### config.mk
export PLATFORM = sky130hd
export DESIGN_NAME = wdpc_regs
export DESIGN_NICKNAME = d
export VERILOG_FILES = /design/src/rtl/wall_distance_pose_correction_top_assert.svh /design/src/rtl/wdpc_pkg.sv /design/src/rtl/wdpc_regs.sv
export SDC_FILE = /design/constraint.sdc
export NUM_CORES = 1
export LEC_CHECK = 0
export BUFFER_PORTS_ARGS = -buffer_cell sky130_fd_sc_hd__buf_2
export CELL_PAD_IN_SITES_DETAIL_PLACEMENT = 1
export CELL_PAD_IN_SITES_GLOBAL_PLACEMENT = 2
export CORE_MARGIN = 2
export CORE_UTILIZATION = 39
export CTS_BUF_LIST = sky130_fd_sc_hd__clkbuf_8
export CTS_CLUSTER_SIZE = 12
export DETAILED_ROUTE_END_ITERATION = 10
export PLACE_DENSITY = 0.85
export SYNTH_ARGS = -nofsm -noshare
export SYNTH_HDL_FRONTEND = slang
export SYNTH_SLANG_ARGS = --single-unit
### constraint.sdc
create_clock -name clk -period 2.73 [get_ports clk]
set_input_delay 0.1365 -clock clk [delete_from_list [all_inputs] [get_ports clk]]
set_output_delay 0.1365 -clock clk [all_outputs]
set_load 0.005 [all_outputs]
### src/rtl/wall_distance_pose_correction_top_assert.svh
// assertion macros for the wall distance pose correction block
`ifndef WALL_DISTANCE_POSE_CORRECTION_TOP_ASSERT_SVH
`define WALL_DISTANCE_POSE_CORRECTION_TOP_ASSERT_SVH
`ifndef SYNTHESIS
`define WDPC_ASSERT(label, prop) \
	label: assert property (@(posedge clk) disable iff (!arst_n) prop) else $error("wdpc check failed");
`define WDPC_ASSERT_RESET(label, prop) \
	label: assert property (@(posedge clk) prop) else $error("wdpc reset check failed");
`else
`define WDPC_ASSERT(label, prop)
`define WDPC_ASSERT_RESET(label, prop)
`endif
`endif

### src/rtl/wdpc_pkg.sv
// shared constants, types and tables for the wall distance pose correction block
package wdpc_pkg;

	localparam int CORDIC_STEPS = 16;
	localparam int POS_FRAC = 10;
	localparam int NLANE = 4;
	localparam int LANE_FRONT = 0;
	localparam int LANE_RIGHT = 1;
	localparam int LANE_BACK = 2;
	localparam int LANE_LEFT = 3;

	localparam int DATA_W = 32;
	localparam int AW = 5;
	localparam int RNG_W = 16;
	localparam int POS_W = 19;
	localparam int CFG_W = 18;
	localparam int OFF_W = 16;
	localparam int HEAD_W = 16;

	// cordic datapath, q30 values with headroom
	localparam int CW = 34;
	localparam int QSH = 30;
	localparam logic signed [CW-1:0] CORDIC_GAIN = CW'(64'sd652032874);
	localparam int AD_W = 31;
	localparam logic [AD_W-1:0] COS_GATE = AD_W'(64'd1052266988);
	localparam logic [30:0] ATAN_TAB [24] = '{
		31'd536870912, 31'd316933406, 31'd167458907, 31'd85004756,
		31'd42667331, 31'd21354465, 31'd10679838, 31'd5340245,
		31'd2670163, 31'd1335087, 31'd667544, 31'd333772,
		31'd166886, 31'd83443, 31'd41722, 31'd20861,
		31'd10430, 31'd5215, 31'd2608, 31'd1304,
		31'd652, 31'd326, 31'd163, 31'd81
	};

	// mm to position units: dist = floor((raw * 5 * 2^F + 63) / 127)
	localparam int NW = RNG_W + 3 + POS_FRAC;
	localparam int DIV_SH = NW + 7;
	localparam int MW = DIV_SH - 6;
	localparam longint DIV_M_VAL = ((64'sd1 <<< DIV_SH) + 126) / 127;
	localparam logic [MW-1:0] DIV_M = MW'(DIV_M_VAL);
	localparam int DW = NW - 6;
	localparam logic [NW-1:0] DIST_MUL = NW'(5 << POS_FRAC);
	localparam logic [NW-1:0] DIST_BIAS = NW'(63);
	localparam logic [NW-1:0] RANGE_DIV = NW'(127);
	localparam logic [RNG_W-1:0] RAW_MIN = RNG_W'(51);

	// rotated mount offset and projection widths
	localparam int PW = OFF_W + CW;
	localparam int OW = PW + 1 - QSH;
	localparam logic signed [PW:0] ROUND_OFF = (PW+1)'(64'sd1 <<< (QSH-1));
	localparam int PJ_W = DW + AD_W;
	localparam logic [PJ_W-1:0] ROUND_PJ = PJ_W'(64'd1 << (QSH-1));
	localparam int PR_W = PJ_W - QSH;
	localparam int EW0 = (PR_W + 1 > OW + 1) ? PR_W + 1 : OW + 1;
	localparam int EW = ((EW0 > CFG_W) ? EW0 : CFG_W) + 2;
	localparam logic signed [EW:0] PAIR_LIM = (EW+1)'(64'sd4 <<< POS_FRAC);
	localparam logic signed [EW-1:0] POS_MAX = EW'((64'sd1 <<< (POS_W-1)) - 1);
	localparam logic signed [EW-1:0] POS_MIN = EW'(-(64'sd1 <<< (POS_W-1)));

	localparam int NST = CORDIC_STEPS + 6;

	// register map
	localparam logic [2:0] REG_FIELD_W = 3'd0;
	localparam logic [2:0] REG_FIELD_H = 3'd1;
	localparam logic [2:0] REG_MAX_RANGE = 3'd2;
	localparam logic [2:0] REG_MAX_CORR = 3'd3;
	localparam logic [2:0] REG_FRONT_MOUNT = 3'd4;
	localparam logic [2:0] REG_BACK_MOUNT = 3'd5;
	localparam logic [2:0] REG_LEFT_MOUNT = 3'd6;
	localparam logic [2:0] REG_RIGHT_MOUNT = 3'd7;
	localparam logic [CFG_W-1:0] FIELD_RESET = CFG_W'(147456);

	typedef struct packed {
		logic signed [POS_W-1:0] pose_x;
		logic signed [POS_W-1:0] pose_y;
		logic [NLANE-1:0][RNG_W-1:0] rng;
		logic [NLANE-1:0] mask;
		logic apply;
	} item_t;

	typedef struct packed {
		logic [CFG_W-1:0] field_w;
		logic [CFG_W-1:0] field_h;
		logic [CFG_W-1:0] max_range;
		logic [CFG_W-1:0] max_corr;
		logic [NLANE-1:0][DATA_W-1:0] mount;
	} cfg_t;

endpackage

### src/rtl/wdpc_regs.sv
// apb configuration registers
module wdpc_regs import wdpc_pkg::*; (
	input logic clk,
	input logic arst_n,
	input logic psel,
	input logic penable,
	input logic pwrite,
	input logic [AW-1:0] paddr,
	input logic [DATA_W-1:0] pwdata,
	output logic [DATA_W-1:0] prdata,
	output logic pready,
	output cfg_t cfg
);

	logic [2:0] idx;
	logic wr;
	cfg_t cfg_q;

	assign idx = paddr[AW-1:2];
	assign wr = psel && penable && pwrite;
	assign pready = 1'b1;
	assign cfg = cfg_q;

	always_ff @(posedge clk or negedge arst_n) begin
		if (!arst_n) begin
			cfg_q.field_w <= FIELD_RESET;
			cfg_q.field_h <= FIELD_RESET;
			cfg_q.max_range <= '0;
			cfg_q.max_corr <= '0;
			cfg_q.mount <= '0;
		end else if (wr) begin
			case (idx)
				REG_FIELD_W: cfg_q.field_w <= pwdata[CFG_W-1:0];
				REG_FIELD_H: cfg_q.field_h <= pwdata[CFG_W-1:0];
				REG_MAX_RANGE: cfg_q.max_range <= pwdata[CFG_W-1:0];
				REG_MAX_CORR: cfg_q.max_corr <= pwdata[CFG_W-1:0];
				REG_FRONT_MOUNT: cfg_q.mount[LANE_FRONT] <= pwdata;
				REG_BACK_MOUNT: cfg_q.mount[LANE_BACK] <= pwdata;
				REG_LEFT_MOUNT: cfg_q.mount[LANE_LEFT] <= pwdata;
				REG_RIGHT_MOUNT: cfg_q.mount[LANE_RIGHT] <= pwdata;
				default: ;
			endcase
		end
	end

	always_comb begin
		case (idx)
			REG_FIELD_W: prdata = DATA_W'(cfg_q.field_w);
			REG_FIELD_H: prdata = DATA_W'(cfg_q.field_h);
			REG_MAX_RANGE: prdata = DATA_W'(cfg_q.max_range);
			REG_MAX_CORR: prdata = DATA_W'(cfg_q.max_corr);
			REG_FRONT_MOUNT: prdata = cfg_q.mount[LANE_FRONT];
			REG_BACK_MOUNT: prdata = cfg_q.mount[LANE_BACK];
			REG_LEFT_MOUNT: prdata = cfg_q.mount[LANE_LEFT];
			REG_RIGHT_MOUNT: prdata = cfg_q.mount[LANE_RIGHT];
			default: prdata = '0;
		endcase
	end

endmodule

### Word level (Yosys, flattened, before mapping)

Cells that the tools add are included.

* magnitude comparators: 0
* mux-type cells: 1
* bitwise gates (word level): 0
* add/subtract/negate cells: 0
* eq/ne operators: 7
* divide/modulo/power cells: 0
* multipliers: 0
* shifts and indexed selects: 0
* reduce and logical (&&, ||, !) cells: 11

Operator list (number)
* 32-bit one-hot mux with 8 select lines: 1
* 2-bit AND reduction: 8
* 3-bit equality test (second input constant): 4
* 3-bit by 2-bit equality test with 1-bit output (second input constant): 2
* 3-bit by 1-bit equality test with 1-bit output (second input constant): 1
* 3-bit zero test: 1
* 1-bit logical AND: 2

* memory bits (writable): 0
* memories: 0
* ROM bits: 0
* register bits after elaboration: 200
* bits in latches: 0
* output and inout port bits: 233
* input bits: 42
* word-level logic and storage cells: 27

### Longest topological paths before layout

Gate-level depths: netlist of the first run.

* depth in word-level cells: 3
* depth in mapped cells: 6
* depth with buffers taken out: 3

### Worst setup path before layout of the first run

Ideal clock, no wire load.

* path type: in2reg
* from: in paddr[2]
* to: reg cfg_q, in the netlist cfg[135]
* data arrival time: 1.335 ns
* data required time: 2.605 ns
* path buffers: 3
* cell stages on the path: 6
* path slack: 1.270 ns
* library setup time: 0.125 ns
* path through: buf_2 -> nand2b_1 -> clkbuf_1 -> nor2_2 -> buf_4 -> mux2_2

* longest elaborated chain between the ends: 2

RTL lines
* from (decl): RTL line wdpc_regs.sv:8 `input logic [AW-1:0] paddr,`
* 3-bit by 2-bit equality test with 1-bit output: RTL line wdpc_regs.sv:32 `case (idx)`
* 2-bit AND reduction (no source line)
* to (decl): RTL line wdpc_regs.sv:17 `cfg_t cfg_q;`

No other way between the ends.
A chain may end at the register's enable or synchronous reset.

### Worst setup path in the final report of the first run

* from: in paddr[4]
* to: out prdata[13]

* longest elaborated chain between the ends: 2
* elaborated cells on any way between the ends: 9
* those cells by class: eq/ne: 7; mux: 1; reduce/logical: 1

RTL lines
* 3-bit equality test (tied with other cells): RTL line wdpc_regs.sv:47 `case (idx)`
* 32-bit one-hot mux with 8 select lines *: RTL line wdpc_regs.sv:47
* to (decl): RTL line wdpc_regs.sv:10 `output logic [DATA_W-1:0] prdata,`

Mark *: on every way between the ends. The rest lies on a longest branch, timed or not.

==> results of run 1 <==
cells in the final DEF, fill, tap and decap left out:
cell | netlist | routed
buf_2 | 24 | 268
dfrtp_1 | 196 | 196
mux2_2 | 189 | 189
mux2i_1 | 54 | 54
dlygate4sd3_1 | 0 | 32
buf_4 | 5 | 27
o22ai_1 | 18 | 18
nor3b_1 | 18 | 18
a211oi_1 | 18 | 18
o22a_1 | 18 | 18
clkbuf_8 | 0 | 18
mux4_2 | 14 | 14
and2_1 | 14 | 14
mux2_4 | 10 | 10
inv_8 | 0 | 6
nor2_4 | 0 | 4
dfstp_2 | 4 | 4
nand2b_1 | 3 | 3
or3_1 | 3 | 3
clkinv_4 | 0 | 3
buf_12 | 0 | 3
nand2_1 | 2 | 2
nor2_2 | 2 | 2
clkinv_8 | 0 | 2
inv_6 | 0 | 2
nand4b_4 | 1 | 1
nand4_2 | 1 | 1
mux2_1 | 1 | 1
conb_1 | 1 | 1
bufinv_16 | 0 | 1
inv_1 | 0 | 1
per-layer routing:
layer / global-route usage / up-vias
li1: - / 2897
met1: 0.303 / 3462
met2: 0.392 / 178
met3: 0.0432 / 33
met4: 0.0782 / 0
met5: 0 / -
worst max path at each step:
stage | start | cells after the start | to
global route | paddr[4] | 4 | prdata[13]
CTS | paddr[4] | 4 | prdata[13]
global placement | paddr[4] | 4 | prdata[13]
floorplan | paddr[2] | 6 | cfg[135]
detailed placement | paddr[4] | 4 | prdata[13]
finish | paddr[4] | 4 | prdata[13]
stage by stage:
| stage | util | setup slack, ns | instance area, um^2 | cells | hold WS, ns |
|---|---|---|---|---|---|
| 2_1_floorplan | - | 1.27 | 9130 | 615 | -0.159 |
| 3_3_place_gp | 0.480 | 0.696 | 10900 | 1183 | 0.212 |
| 3_5_place_dp | 0.480 | 0.665 | 10900 | 1183 | 0.217 |
| 4_1_cts | 0.512 | 0.666 | 11700 | 1247 | 0.00246 |
| 5_1_grt | 0.512 | 0.564 | 11700 | 1247 | 0.0189 |
| 6_report | 0.512 | 0.659 | 11700 | 1247 | 0.0504 |
area by class of cell:
class                      count  area, um^2
clock inverter                15         178
clock buffer                  17         234
tap                          313         392
timing repair buffer         331        1940
fill                        2373       11100
multi-input combinational    371        3920
sequential                   200        5010
logic make-up (layout without fill, tap and decap cells):
group / count (synthesis) / after routing
AO/OA/AOI/OAI: 54 / 54
buffers and inverters: 44 / 363
flip-flops: 200 / 200
multiplexers: 268 / 268
other: 1 / 1
AND/OR/NAND/NOR: 48 / 48
repair_timing:
action                                 CTS  global route
resized for setup                        0             0
endpoints found under the hold margin  242             0
hold buffers                            32             0
power groups by stage:
| stage | Clock, mW | Sequential [mW] | Combinational [mW] |
|---|---|---|---|
| global route | 2.16 | 4.10 | 2.20 |
| finish | 1.97 | 4.01 | 2.03 |
| detailed placement | 0 | 4.06 | 2.02 |
| CTS | 2.05 | 4.01 | 2.06 |
| floorplan | 0 | 4.03 | 0.912 |
| global placement | 0 | 4.03 | 1.97 |
synthesized netlist by cell type (3+ instances only):
library cell  count  share of area
nor3b_1          18          0.015
a211oi_1         18          0.015
mux2_2          189           0.23
buf_4             5         0.0041
clkbuf_1         12         0.0049
o22ai_1          18          0.012
mux2i_1          54          0.059
dfstp_2           4          0.012
buf_2            24          0.013
mux4_2           14          0.035
and2_1           14         0.0096
mux2_4           10          0.016
nor2_1            4         0.0016
dfrtp_1         196           0.54
nand2b_1          3         0.0021
or3_1             3         0.0021
o22a_1           18          0.017
worst max-delay path: cells and delay by family:
kind                   cells  cell delay [ns]
AOI/OAI and AO/OA          1             0.30
buffers and inverters      2             0.56
and+or+nand+nor            1             0.92
==> impl_results.md, run 1 <==
- Outcome: completed
- Worst Skew: 0 ns
- Crit Path Category: primary input to output pin
- Post-synthesis simple-gate area fraction: 0.0363
- Initial antenna violation count: 0
- HP Start: pwdata[14]
- Layout cell share with drive strength beyond 1: 0.594
- Power per cell area: 687 nW/um^2
- DRT iter0 DRCs: 184
- Wire per inst: 22.6 um
- Critical R2R Launch: cfg[169]
- Crit. End Element: output pin
- Largest net degree at the start of global routing: 81
- Setup Fix Bufs, Post-CTS: 0
- CP peak stage delay: 0.92 ns
- Vias in the first global route: 7064
- Syn avg cell area: 14.8 um^2
- P&R area growth vs syn: 27.9%
- HP Class: primary input to flop
- XOR/XNOR share of the synthesized area: 0
- Fin crit period: 2.07 ns
- DR DRC count: 0
- Ratio of final minimum period to clock period: 0.759
- Total clock buffers created by CTS: 17
- Min-Delay Endpoint: cfg[160]
- Initial DRT Pass Iterations: 4
- Root buffer cell: clkbuf_8
- Tot Pwr: 8.01 mW
- DR vias: 6570
- Slowest cell on crit path: or3_1
- Die height: 157 um
- Total GRT Usage: 0.233
- Fin. Hold Viols: 0
- Clock-pin transition on the worst setup and hold timing paths: 0.11 ns
- Crit-path cells: buf_2 -> or3_1 -> o22a_1 -> buf_2
- Vias per inst: 5.27
- Startpoint class of the critical path: primary input
- Grt total ovfl: 0
- Compound-gate portion of the synthesized area: 0.0444
- Comb pwr share: 0.253
- FFs w/ async S/R, synth: 1.00
- Main synth FF type: dfrtp_1
- Clock Power Share: 0.246
- # rows: 55
- Max FO, Critical Path: 26
- NumNets Final: 963
- Adder-cell share of the synthesized area: 0
- CTS tree: built
- IO Count: 275
- Met1 wire length: 12.1 mm
- Routability cong.: 0.787
- Clock latency on the worst-skew pair: 0.45 ns
- Hold depth: 2
- CTS sink cnt: 200
- Core area: 22800 um^2
- H-tree lvl count: 4
- R2r setup slk: 1.92 ns
- Synth Cell Area: 9130 um^2
- Post-Syn Nets: 657
- Fin Setup TNS: 0 ns
- Psw: 2.52 mW
- Max Freq: 483 MHz
- Highest routed layer: met4
- Reg2reg end: cfg[169]
- CP arrival: 1.93 ns
- R2r worst-path depth: 1
- Flop pwr share: 0.500
- Yosys cell types: 25
- Peak supply drop: 378 uV
- Final slew viol count: 0
- Max clock buf depth: 2
- Initial Utilization: 0.401
- HPWL after DPL: 19.3 mm
- DRT Wirelength: 28.1 mm
- Antenna diodes: 0
- Slew Limit Headroom: 0.286
- Switching share of power: 0.315
- Routed wl met3: 1.26 mm
- Post-synthesis sequential area ratio: 0.549
- Die X: 157 um
- Unrepaired setup endpoints after global routing: false
- Pint: 5.49 mW
- Total Die Area: 24600 um^2
- Port-buffer cells: 271
- Required @ worst endpoint: 2.59 ns
- Final setup fails: 0
- Post-synthesis mux area share: 0.345
- CP most frequent cell: buf_2
- Post-synth EDFFs: 0
- First-pass GRT wire length: 42.7 mm
- Measured slew at the worst slew-check pin: 1.07 ns
- Leakage: 5.86 nW
- Syn. warnings: 0
- Synthesized flop and latch total: 200
- Combinational family with the most area after synthesis: multiplexers
- Met2 WL: 14.1 mm
- Detail Route Antenna Nets: 0
- Largest register FFs: 200
- Max-Cap Viols: 0
- Post-synthesis cell count: 615
(Power assumes the default switching activity.)
==> inputs of run 2 (changes only) <==
--- a/config.mk
+++ b/config.mk
@@ -9,11 +9,11 @@
 export CELL_PAD_IN_SITES_DETAIL_PLACEMENT = 1
 export CELL_PAD_IN_SITES_GLOBAL_PLACEMENT = 2
 export CORE_MARGIN = 2
-export CORE_UTILIZATION = 39
+export CORE_UTILIZATION = 36
 export CTS_BUF_LIST = sky130_fd_sc_hd__clkbuf_8
 export CTS_CLUSTER_SIZE = 12
 export DETAILED_ROUTE_END_ITERATION = 10
-export PLACE_DENSITY = 0.85
+export PLACE_DENSITY = 0.79
 export SYNTH_ARGS = -nofsm -noshare
 export SYNTH_HDL_FRONTEND = slang
 export SYNTH_SLANG_ARGS = --single-unit
==> constraint.sdc (replaced) <==
create_clock -name clk -period 2.05 [get_ports clk]
set_input_delay 0.1025 -clock clk [delete_from_list [all_inputs] [get_ports clk]]
set_output_delay 0.1025 -clock clk [all_outputs]
set_load 0.005 [all_outputs]
==> impl_results.md, run 2 (same netlist as run 1, synthesis figures left out) <==
- Measured slew at the worst slew-check pin: 0.683 ns (was 1.07 ns)
- Placement Setup Slack: 0.270 ns (was 0.665 ns)
- Power per cell area: 898 nW/um^2 (was 687 nW/um^2)
- Final slew viol count: 0 (unchanged)
- Slowest cell on crit path: mux4_2 (was or3_1)
- Layout cell share with drive strength beyond 1: 0.597 (was 0.594)
- Die X: 163 um (was 157 um)
- Max-Cap Viols: 0 (unchanged)
- Routability cong.: 0.750 (was 0.787)
- Die height: 163 um (was 157 um)
- Crit. End Element: output pin (unchanged)
- DR vias: 6527 (was 6570)
- Unrepaired setup endpoints after global routing: false (unchanged)
- Register area: 5010 um^2 (unchanged)
- CTS sink cnt: 200 (unchanged)
- Largest net degree at the start of global routing: 79 (was 81)
- DRT Wirelength: 28.1 mm (about the same)
- Max FO, Critical Path: 3 (was 26)
- CTS tree: built (unchanged)
- Vias in the first global route: 6873 (was 7064)
- Clock-pin transition on the worst setup and hold timing paths: 0.12 ns (was 0.11 ns)
- Cell area after layout: 11800 um^2 (was 11700 um^2)
- Max Freq: 568 MHz
- Fin Setup TNS: 0 ns (unchanged)
- Crit-path cells: mux4_2 -> and2_1 -> buf_2 (was buf_2 -> or3_1 -> o22a_1 -> buf_2)
- Vias per inst: 5.14 (was 5.27)
- DRT iter0 DRCs: 274 (was 184)
- Crit path max-delay family: multiplexers (was simple AND/OR/NAND/NOR gates)
- Worst Skew: 0 ns (unchanged)
- Outcome: completed (unchanged)
- NumNets Final: 970 (was 963)
- Initial antenna violation count: 0 (unchanged)
- Peak supply drop: 351 uV (was 378 uV)
- IO Count: 275 (unchanged)
- Wire per inst: 22.1 um (was 22.6 um)
- Fin crit period: 1.76 ns
- Max clock buf depth: 2 (unchanged)
- Total GRT Usage: 0.214 (was 0.233)
- Required @ worst endpoint: 1.95 ns (was 2.59 ns)
- Slew Limit Headroom: 0.544 (was 0.286)
- Ratio of final minimum period to clock period: 0.859
- Detail Route Antenna Nets: 0 (unchanged)
- # rows: 58 (was 55)
- Commonest non-fill, non-tap cell in the layout: buf_2 (unchanged)
- Core area: 25000 um^2 (was 22800 um^2)
- HP Class: primary input to asynchronous set/reset pin (was primary input to flop)
- # fillers: 2688 (was 2373)
- CP peak stage delay: 0.47 ns (was 0.92 ns)
- Root buffer cell: clkbuf_8 (unchanged)
- Grt total ovfl: 0 (unchanged)
- DR DRC count: 0 (unchanged)
- Largest register FFs: 200 (unchanged)
- CP arrival: 1.66 ns (was 1.93 ns)
- Total Die Area: 26600 um^2 (was 24600 um^2)
- Initial Utilization: 0.364 (was 0.401)
- Worst path bufs/invs: 1 (was 2)
- Port-buffer cells: 271 (unchanged)
- First-pass GRT wire length: 42.6 mm (was 42.7 mm)
- Total clock buffers created by CTS: 17 (unchanged)
- Placed Area: 11100 um^2 (was 10900 um^2)
- Crit Path Category: flop to output pin (was primary input to output pin)
- Worst setup margin: 0.289 ns (was 0.659 ns)
- Area occupied by multi-input gates: 3920 um^2 (unchanged)
- HPWL after DPL: 19.5 mm (was 19.3 mm)
- Fin. Hold Viols: 0 (unchanged)
- Leakage: 5.90 nW (was 5.86 nW)
- Antenna diodes: 0 (unchanged)
- Commonest non-fill, non-tap cells in the layout: 268 x buf_2, 196 x dfrtp_1, 189 x mux2_2 (unchanged)
- Clock latency on the worst-skew pair: 0.47 ns (was 0.45 ns)
- Final setup fails: 0 (unchanged)
- Initial DRT Pass Iterations: 4 (unchanged)
- Resized cells post-CTS: 0 (unchanged)
- H-tree lvl count: 4 (unchanged)
- Startpoint class of the critical path: flop (was primary input)
- P&R area growth vs syn: 29.3% (was 27.9%)
[run 2: per-layer routing]
metal / share of wire / up-vias / GRT usage / wire length (um)
met5: 0 / - / 0 / 0
met4: 0.018 / 0 / 0.0583 / 498
met3: 0.039 / 25 / 0.0401 / 1110
met2: 0.52 / 150 / 0.372 / 14600
met1: 0.43 / 3439 / 0.273 / 12000
li1: - / 2913 / - / -
[run 2: path summary, 6_finish.rpt]
| path | cells past startpoint | from | slack, ns | end |
|---|---|---|---|---|
| worst max-delay path | 3 | cfg[61] | 0.29 | prdata[29] |
| worst min-delay path | 2 | arst_n | 0.22 | cfg[122] |
| worst max register to register | 1 | cfg[150] | 1.24 | cfg[150] |
| worst min register to register | 1 | cfg[182] | 0.54 | cfg[182] |
| max in group asynchronous | 3 | arst_n | 1.10 | cfg[181] |
| min in group clk | 4 | penable | 0.22 | cfg[28] |
[run 2: stage by stage]
step / total power [mW] / utilization / cells / hold WS [ns]
after CTS: 10.7 / 0.471 / 1271 / 0.201
after floorplan: 6.58 / - / 615 / -0.193
after detailed placement: 8.12 / 0.442 / 1206 / 0.199
after global placement: 8.02 / 0.442 / 1206 / 0.197
after global routing: 11.2 / 0.471 / 1271 / 0.202
final: 10.6 / 0.471 / 1271 / 0.216
[run 2: final cells by class]
class,count,area share
clock buffers,18,0.0210
clock inverters,14,0.0125
multi-input cells,371,0.332
flip-flops and latches,200,0.424
well taps,330,0.0350
repair buffers,338,0.175
[run 2: what timing repair did]
item | CTS | global route
setup buffers | 0 | 0
endpoints found under the setup margin | 0 | 0
endpoints found under the hold margin | 269 | 0
hold buffers | 33 | 0
[run 2: power by group]
group          switching, mW  total, mW  internal (mW)
clock                   1.60       2.55          0.954
combinational           1.15       2.70           1.56
sequential             0.614       5.34           4.73
==> inputs of run 3 (changes only) <==
--- a/config.mk
+++ b/config.mk
@@ -7,9 +7,9 @@
 export LEC_CHECK = 0
 export BUFFER_PORTS_ARGS = -buffer_cell sky130_fd_sc_hd__buf_2
 export CELL_PAD_IN_SITES_DETAIL_PLACEMENT = 1
-export CELL_PAD_IN_SITES_GLOBAL_PLACEMENT = 2
+export CELL_PAD_IN_SITES_GLOBAL_PLACEMENT = 1
 export CORE_MARGIN = 2
-export CORE_UTILIZATION = 36
+export CORE_UTILIZATION = 43
 export CTS_BUF_LIST = sky130_fd_sc_hd__clkbuf_8
 export CTS_CLUSTER_SIZE = 12
 export DETAILED_ROUTE_END_ITERATION = 10
==> impl_results.md, run 3 (same netlist as run 1, synthesis figures left out) <==
- Outcome: completed (unchanged)
- Vias per inst: 5.45 (was 5.14)
- Grt total ovfl: 0 (unchanged)
- Clock latency on the worst-skew pair: 0.47 ns (about the same)
- Slew Limit Headroom: 0.629 (was 0.544)
- Crit. End Element: output pin (unchanged)
- Pint: 7.17 mW (was 7.24 mW)
- Commonest non-fill, non-tap cells in the layout: 268 x buf_2, 196 x dfrtp_1, 189 x mux2_2 (unchanged)
- Die X: 150 um (was 163 um)
- Fin. Hold Viols: 0 (unchanged)
- First-pass GRT wire length: 42.8 mm (was 42.6 mm)
- Max-Cap Viols: 0 (unchanged)
- Layout cell share with drive strength beyond 1: 0.597 (about the same)
- CTS tree: built (unchanged)
- Met2 Use GR: 0.435 (was 0.372)
- Commonest non-fill, non-tap cell in the layout: buf_2 (unchanged)
- Max clock buf depth: 2 (unchanged)
- CP peak stage delay: 0.49 ns (was 0.47 ns)
- Slowest cell on crit path: mux4_2 (unchanged)
- Startpoint class of the critical path: flop (unchanged)
- Fin crit period: 1.78 ns (was 1.76 ns)
- Wire per inst: 23.3 um (was 22.1 um)
- # rows: 53 (was 58)
- Crit Path Category: flop to output pin (unchanged)
- Largest register FFs: 200 (unchanged)
- Met3 Resource Use GR: 0.0470 (was 0.0401)
- H-tree lvl count: 4 (unchanged)
- Clock-pin transition on the worst setup and hold timing paths: 0.10 ns (was 0.12 ns)
- DR DRC count: 0 (unchanged)
- Switching share of power: 0.318 (was 0.317)
- Peak supply drop: 433 uV (was 351 uV)
- Total Die Area: 22400 um^2 (was 26600 um^2)
- Port-buffer cells: 271 (unchanged)
- Total clock buffers created by CTS: 17 (unchanged)
- Die height: 150 um (was 163 um)
- Flop pwr share: 0.509 (was 0.504)
- Crit-path cells: mux4_2 -> and2_1 -> buf_2 (unchanged)
- DRT Wirelength: 28.4 mm (was 28.1 mm)
- Power per cell area: 899 nW/um^2 (was 898 nW/um^2)
- Clock Power Share: 0.231 (was 0.241)
- DR vias: 6638 (was 6527)
- Crit path max-delay family: multiplexers (unchanged)
- DRT iter0 DRCs: 281 (was 274)
- Leakage: 5.88 nW (was 5.90 nW)
- Comb pwr share: 0.260 (was 0.255)
- Largest net degree at the start of global routing: 57 (was 79)
- Setup Fix Bufs, Post-CTS: 0 (unchanged)
- Required @ worst endpoint: 1.95 ns (about the same)
- Layer carrying the most global-route usage: met2 (unchanged)
- CTS sink cnt: 200 (unchanged)
- Antenna diodes: 0 (unchanged)
- Post-CTS Hold Buffers: 33 (unchanged)
- Detail Route Antenna Nets: 0 (unchanged)
- Max Freq: 562 MHz (was 568 MHz)
- Fin Setup TNS: 0 ns (unchanged)
- IO Count: 275 (unchanged)
- Ratio of final minimum period to clock period: 0.868 (was 0.859)
- Final setup fails: 0 (unchanged)
- Worst path bufs/invs: 1 (unchanged)
- Routability cong.: 0.790 (was 0.750)
- Final Core Density: 0.558 (was 0.471)
- Final slew viol count: 0 (unchanged)
- Vias in the first global route: 7078 (was 6873)
- Measured slew at the worst slew-check pin: 0.556 ns (was 0.683 ns)
- Max FO, Critical Path: 3 (unchanged)
- HP Class: primary input to asynchronous set/reset pin (unchanged)
- Global Route met1 Usage: 0.327 (was 0.273)
- HPWL after DPL: 19.8 mm (was 19.5 mm)
- Root buffer cell: clkbuf_8 (unchanged)
- P&R area growth vs syn: 28.1% (was 29.3%)
- Crit path depth: 3 (unchanged)
- Initial antenna violation count: 0 (unchanged)
- Total GRT Usage: 0.255 (was 0.214)
- # fillers: 2174 (was 2688)
- Core area: 21000 um^2 (was 25000 um^2)
- Initial DRT Pass Iterations: 4 (unchanged)
- CP arrival: 1.68 ns (was 1.66 ns)
- Resized cells post-CTS: 0 (unchanged)
- NumNets Final: 971 (was 970)
- Initial Utilization: 0.435 (was 0.364)
- Psw: 3.35 mW (was 3.36 mW)
- Unrepaired setup endpoints after global routing: false (unchanged)
- Worst Skew: 0 ns (unchanged)
- R2r worst-path depth: 1 (unchanged)
[run 3: cell types whose count changed in the layout (fill, tap and decap cells not counted), sizes merged]
cell      previous run  this run
clkinvlp             0         2
inv                 10         8
buf                304       305
clkbuf              19        18
clkinv               4         5
[run 3: cell type report]
type	instances	area, um^2	share of cell area
Clock buffer	17	234	0.0200
Clock inverter	15	135	0.0116
Multi-Input combinational cell	371	3920	0.335
Sequential cell	200	5010	0.429
Tap cell	275	344	0.0294
Timing Repair Buffer	339	2050	0.175
[run 3: per-stage QoR]
step / power [mW] / hold WS, ns / cells / cell area [um^2] / setup WS, ns
final: 10.5 / 0.160 / 1217 / 11700 / 0.270
after floorplan: 6.58 / -0.193 / 615 / 9130 / 0.624
after global routing: 11.1 / 0.172 / 1217 / 11700 / 0.197
after detailed placement: 8.13 / 0.112 / 1152 / 11000 / 0.388
after global placement: 7.97 / 0.108 / 1152 / 11000 / 0.405
after CTS: 10.6 / 0.144 / 1217 / 11700 / 0.221
[run 3: final timing paths]
| check | start | endpoint | slack (ns) |
|---|---|---|---|
| max | cfg[50] | prdata[18] | 0.27 |
| min | arst_n | cfg[26] | 0.16 |
| max reg2reg | cfg[198] | cfg[198] | 1.24 |
| min reg2reg | cfg[24] | cfg[24] | 0.54 |
| max in group asynchronous | arst_n | cfg[199] | 1.17 |
| min in group clk | paddr[3] | cfg[150] | 0.34 |
[run 3: routing by layer]
metal | wire length (um) | vias up
met3 | 1270 | 50
met4 | 762 | 0
met1 | 12100 | 3462
met2 | 14200 | 210
li1 | - | 2916
met5 | 0 | -
[run 3: power by group through the flow]
| stage | registers, mW | logic (mW) | clock network, mW |
|---|---|---|---|
| after CTS | 5.35 | 2.76 | 2.48 |
| after global placement | 5.37 | 2.60 | 0 |
| after global routing | 5.47 | 2.96 | 2.63 |
| final | 5.35 | 2.74 | 2.43 |
| after floorplan | 5.37 | 1.21 | 0 |
| after detailed placement | 5.43 | 2.71 | 0 |
